===== src/rtl/core/mfbr_pkg.sv =====
// ----------------------------------------------------------------------------
// MSB-first bit reader package
// Shared types, request and status codes, and sizing constants for the
// bit reader controller, datapath and top level.
// ----------------------------------------------------------------------------
`default_nettype none

package mfbr_pkg;

  // Byte store sizing.
  localparam int unsigned BUFFER_BYTES = 4096;
  localparam int unsigned ADDR_W       = $clog2(BUFFER_BYTES);
  localparam int unsigned IDX_W        = $clog2(BUFFER_BYTES + 1);

  // Reservoir sizing.
  localparam int unsigned RES_W        = 32;
  localparam int unsigned RBITS_W      = $clog2(RES_W + 1);
  localparam int unsigned BYTE_BITS    = 8;
  localparam int unsigned REFILL_BYTES = RES_W / BYTE_BITS;
  localparam int unsigned FILL_W       = $clog2(REFILL_BYTES + 1);
  localparam int unsigned SLOT_W       = $clog2(REFILL_BYTES);

  // Field widths.
  localparam int unsigned COUNT_W      = 16;
  localparam int unsigned POS_W        = 13;

  // Request codes.
  typedef enum logic [2:0] {
    REQ_APPEND   = 3'd0,
    REQ_READ     = 3'd1,
    REQ_SKIP     = 3'd2,
    REQ_PUT_BACK = 3'd3,
    REQ_RESTART  = 3'd4
  } req_e;

  // Result status codes.
  typedef enum logic [1:0] {
    ST_OK       = 2'd0,
    ST_UNDERRUN = 2'd1,
    ST_REFUSED  = 2'd2
  } status_e;

  // Input word.
  typedef struct packed {
    logic [2:0]         req_type;
    logic [7:0]         data_byte;
    logic [COUNT_W-1:0] bit_count;
    logic [RES_W-1:0]   put_value;
  } req_t;

  // Output word.
  typedef struct packed {
    logic [RES_W-1:0]   value;
    logic [COUNT_W-1:0] bits_left;
    logic [POS_W-1:0]   byte_position;
    logic [1:0]         status;
  } rsp_t;

  // Commands from the controller to the datapath.
  typedef struct packed {
    logic capture;
    logic exec;
    logic consume;
    logic fill_start;
    logic fill_run;
    logic fill_end;
    logic load_result;
  } cmd_t;

  // Status from the datapath to the controller.
  typedef struct packed {
    logic need_loop;
    logic n_zero;
    logic rbits_zero;
    logic fill_done;
  } sts_t;

endpackage

`default_nettype wire


===== src/rtl/core/mfbr_ctrl.sv =====
// ----------------------------------------------------------------------------
// MSB-first bit reader controller
// Sequences one word at a time: capture, check and apply, the consume and
// refill loop for reads and skips, and the hand-off to the output register.
// ----------------------------------------------------------------------------
`default_nettype none

module mfbr_ctrl (
  input  wire logic           clk_i,
  input  wire logic           rst_ni,
  input  wire logic           in_valid_i,
  output logic                in_ready_o,
  output logic                out_valid_o,
  input  wire logic           out_ready_i,
  input  wire mfbr_pkg::sts_t sts_i,
  output mfbr_pkg::cmd_t      cmd_o
);

  typedef enum logic [2:0] {
    S_IDLE,
    S_EXEC,
    S_LOOP,
    S_FILL,
    S_DONE
  } state_e;

  state_e state_q, state_d;
  logic   out_valid_q, out_valid_d;

  assign in_ready_o  = (state_q == S_IDLE);
  assign out_valid_o = out_valid_q;

  // Next state and command decode.
  always_comb begin
    state_d = state_q;
    cmd_o   = '0;
    unique case (state_q)
      S_IDLE: begin
        if (in_valid_i) begin
          cmd_o.capture = 1'b1;
          state_d       = S_EXEC;
        end
      end
      S_EXEC: begin
        cmd_o.exec = 1'b1;
        state_d    = sts_i.need_loop ? S_LOOP : S_DONE;
      end
      S_LOOP: begin
        if (sts_i.n_zero) begin
          state_d = S_DONE;
        end else if (sts_i.rbits_zero) begin
          cmd_o.fill_start = 1'b1;
          state_d          = S_FILL;
        end else begin
          cmd_o.consume = 1'b1;
        end
      end
      S_FILL: begin
        cmd_o.fill_run = 1'b1;
        if (sts_i.fill_done) begin
          cmd_o.fill_end = 1'b1;
          state_d        = S_LOOP;
        end
      end
      S_DONE: begin
        if (!out_valid_q || out_ready_i) begin
          cmd_o.load_result = 1'b1;
          state_d           = S_IDLE;
        end
      end
      default: begin
        state_d = S_IDLE;
      end
    endcase
  end

  // Output valid: set on a new result, cleared when the word is taken.
  always_comb begin
    out_valid_d = out_valid_q;
    if (cmd_o.load_result) begin
      out_valid_d = 1'b1;
    end else if (out_ready_i) begin
      out_valid_d = 1'b0;
    end
  end

  always_ff @(posedge clk_i or negedge rst_ni) begin
    if (!rst_ni) begin
      state_q     <= S_IDLE;
      out_valid_q <= 1'b0;
    end else begin
      state_q     <= state_d;
      out_valid_q <= out_valid_d;
    end
  end

endmodule

`default_nettype wire


===== config.mk =====
export PLATFORM = sky130hd
export DESIGN_NAME = mfbr_ctrl
export DESIGN_NICKNAME = d
export VERILOG_FILES = /design/src/rtl/core/mfbr_pkg.sv /design/src/rtl/core/mfbr_ctrl.sv
export SDC_FILE = /design/constraint.sdc
export NUM_CORES = 1
export LEC_CHECK = 0
export BUFFER_PORTS_ARGS = -buffer_cell sky130_fd_sc_hd__buf_2
export CAP_MARGIN = 20
export CORE_AREA = 10 10 47 49
export DETAILED_ROUTE_END_ITERATION = 12
export DIE_AREA = 0 0 57 59
export GPL_ROUTABILITY_DRIVEN = 0
export GPL_TIMING_DRIVEN = 0
export MAX_ROUTING_LAYER = met4
export PLACE_DENSITY = 0.56
export SYNTH_ARGS = -nofsm -noshare
export SYNTH_HDL_FRONTEND = slang
export SYNTH_SLANG_ARGS = --single-unit
export TNS_END_PERCENT = 5

===== constraint.sdc =====
create_clock -name clk_i -period 1.3 [get_ports clk_i]
set_input_delay 0.26 -clock clk_i [delete_from_list [all_inputs] [get_ports clk_i]]
set_output_delay 0.26 -clock clk_i [all_outputs]
set_load 0.01 [all_outputs]

Word level (Yosys, flattened, before mapping)

Cells that the tools add are included.

Output and inout bits: 9
Register bits after elaboration: 4
Word-level logic and storage cells: 35

Muxes and demuxes: 20
Eq/ne operators: 8
Reduce and logical (&&, ||, !) cells: 5

Operator list:

| kind                 | number |
|---|---|
| $mux W3              | 6 |
| $pmux W3 S5          | 1 |
| $mux W1              | 10 |
| $eq A3 B2 Y1 const B | 2 |
| $mux W2              | 3 |
| $ne A2 B2 Y1 const B | 3 |
| $reduce_and A4 Y1    | 1 |
| $eq A3 B1 Y1 const B | 1 |
| $eq A3 B3 Y1 const B | 1 |
| $logic_not A3 Y1     | 1 |
| $ne A3 B3 Y1 const B | 1 |
| $reduce_bool A2 Y1   | 1 |
| $logic_not A1 Y1     | 1 |
| $logic_or A1 B1 Y1   | 1 |

Depth between registers and ports, before layout

Word-level depth: 5
Depth in mapped cells: 4

Worst setup path before layout

OpenSTA, ideal clock, no wires.

Kind: reg-to-output
Start: register state_q[2]
End: output port cmd_o[6] (netlist name)
Data arrival time: 978 ps
Cell stages (with the launch flop): 3
Slack: 62 ps
Path through: dfrtp_1 -> buf_6 -> nor4b_1

RTL lines:

| element                  | line            | source |
|---|---|---|
| start: declaration       | mfbr_ctrl.sv:27 | `state_e state_q, state_d;` |
| start signal: assignment | mfbr_ctrl.sv:92 | `state_q <= state_d;` |
| end: declaration         | mfbr_ctrl.sv:16 | `output mfbr_pkg::cmd_t cmd_o` |

==> key figures <==
Layout
  – Post-Layout Cell Count: 75
  – Final core utilization: 36.5%
  – Nets: 69
  – Commonest non-fill, non-tap cell in the layout: buf_2
  – N_diodes: 0
  – Final instance area: 512 um^2
  – Most frequent cells in the layout: 15 x buf_2, 6 x buf_4, 4 x buf_6, 4 x nand2_1, 4 x dfrtp_1
  – Layout filler cell count: 158
  – Layout cells sized above 1: 62.7%
  – Area Growth Syn to Fin: 69.0%

Hold path
  – Worst hold path class: in2reg
  – Worst min-delay path endpoint: state_q[1]
  – Hold Crit Depth: 3
  – Hold path startpoint: sts_i[3]

Setup path
  – Most Frequent Cell on Critical Path: buf_6
  – CP Class: reg2out
  – Worst-path cell chain: buf_6 > nor2_4 > and3_1 > buf_4 > buf_6
  – R2R setup slack: 0.11 ns
  – CP endpoint kind: output pin
  – Critical Path AT: 1.15 ns
  – Slowest stage delay, CP: 0.36 ns
  – Worst Path Required: 1.04 ns
  – Worst flop-to-flop path startpoint: state_q[1]
  – Reg2Reg Depth: 6
  – FF-to-FF End: state_q[2]
  – Critical-path top delay cell: dfrtp_1
  – Max FO, Critical Path: 10
  – Worst setup SP type: register
  – Critical path startpoint: state_q[0]

Yosys
  – Fraction of the yosys area taken by sequential cells: 33.1%
  – Mapped Area: 303 um^2
  – #FFs+latches synth: 4
  – Net Count, Synth: 42
  – Synth warnings: 0
  – Avg Synthesized Cell Area: 8.91 um^2
  – Yosys cell types: 21
  – Cells after Synth: 34

Global routing
  – Initial antenna violation count: 0
  – Pin count of the biggest net entering global routing: 11
  – GRT Total Usage: 5.16%
  – First-pass GRT wire length: 1390 um
  – Overflow after GRT: 0
  – Vias in the first global route: 351

Detailed routing
  – DR pass1 iterations: 2
  – Routed Antenna Nets: 0
  – WL/cell: 11.6 um
  – DRC Markers: 0
  – Post-Route WL: 872 um
  – Vias per cell: 4.43
  – Initial DRC Count: 6
  – Via count: 332

Die
  – Top Ports: 17
  – Core area: 1400 um^2
  – Die Ht: 59 um
  – Row cnt: 14
  – DIE WIDTH: 57 um
  – Starting density of the core: 21.6%
  – Die ar.: 3360 um^2

Placement
  – I/O Buffers: 16
  – Placed Area: 403 um^2
  – Placed Instances: 66
  – DP Worst Slack: 0.0336 ns
  – DP HPWL: 646 um

STA
  – Final min period: 1.41 ns
  – Fin crit share: 108%
  – Fin Setup TNS: -0.703 ns
  – Final hold violation count: 0
  – Slew Limit Fails: 0
  – RSZ-0062 raised after global routing: yes
  – FMAX: 710 MHz
  – Final Setup Violations: 8
  – Max_slew headroom: 87.3%
  – Setup ws final: -0.109 ns
  – Clock Skew: 0.00252 ns
  – Hold WS: 0.304 ns
  – Least-Margin Pin Slew: 0.190 ns

CTS
  – Clk_lat worst skew: 0.23 ns
  – Clock root cell: clkbuf_4
  – CTS clk-pin slew, worst paths: 0.04 ns
  – CTS Buf Count: 3
  – Max H-tree Level: 1
  – Max clock buf depth: 2
  – Clock tree from TritonCTS: yes
  – Clock Sinks: 4

Power
  – P_leak: 0.270 nW
  – Tot Pwr: 1.16 mW
  – Power per Cell Area: 2270 nW/um^2
  – VDD IR max: 0.000841 V

Run status
  – Failing checks: setup timing
  – Status: complete, but fails checks

Flow run
  – Max_cap viols: 0
==> sequential cells by signal, summed over array words and instances (netlist names) <==
name         flops
state_q          3
out_valid_o      1
==> Yosys cell counts <==
cell type	instances	share of area, %
dfrtp_1	4	33
nand2_1	4	5.0
and3_1	3	6.2
a21oi_1	2	3.3
buf_4	2	5.0
buf_6	2	7.4
nor2_1	2	2.5
nor3_1	2	3.3
a211oi_2	1	4.1
a2bb2oi_1	1	2.9
a31oi_1	1	2.1
and2_1	1	2.1
inv_1	1	1.2
inv_4	1	2.1
nand2b_1	1	2.1
nor2_2	1	2.1
nor2b_4	1	4.5
nor4b_1	1	2.9
nor4b_2	1	5.0
o21ai_0	1	1.7
o21ai_1	1	1.7
==> cell families (layout without fill, tap and decap cells) <==
logic type	Yosys count	count (layout)	synth area share, %
and+or+nand+nor	17	17	35.5
AOI/OAI and AO/OA	7	7	15.7
buffers and inverters	6	31	15.7
DFF	4	4	33.1
==> worst max-delay path, delay by kind of cell, from the launching register on <==
family | cells | cell delay, ns
DFF | 1 | 0.36
and+or+nand+nor | 2 | 0.22
buffers and inverters | 3 | 0.34
==> layout make-up <==
| type | count | area, um^2 | area share, % |
|---|---|---|---|
| clock buffers | 3 | 22.5 | 4.40 |
| inverters | 2 | 10.0 | 1.96 |
| flip-flops and latches | 4 | 100 | 19.6 |
| plain buffers | 4 | 41.3 | 8.07 |
| multi-input cells | 24 | 184 | 35.9 |
| well taps | 16 | 20.0 | 3.91 |
| repair buffers | 22 | 134 | 26.2 |
==> worst max-delay path by stage <==
stage	end	slack, ns	cells past startpoint
after CTS	in_ready_o	-0.12	4
final	cmd_o[0]	-0.11	5
after detailed placement	cmd_o[0]	0.03	5
after global routing	cmd_o[4]	-0.18	5
after floorplan	cmd_o[6]	0.06	2
after global placement	cmd_o[0]	0.04	5
==> power breakdown <==
part	switching [mW]	total, mW	leakage (nW)	internal, mW
logic	0.390	0.801	0.205	0.411
registers	0.0241	0.207	0.0518	0.183
clock network	0.0478	0.151	0.0138	0.103
==> layer usage <==
layer	vias to the layer above	share of wire [%]	global-route usage, %
met3	0	2.2	0.858
met4	0	0	3.02
met5	-	0	-
met1	154	44	5.24
met2	7	54	9.15
li1	171	-	-
==> repair_timing <==
item / CTS / global route
pin swaps: 4 / 2
hold buffers: 1 / 0
gates resized for setup: 7 / 1
setup endpoints to repair: 8 / 8
hold endpoints to repair: 4 / 0
setup buffers: 4 / 1
Note: power is estimated with default switching activity, not from simulation.
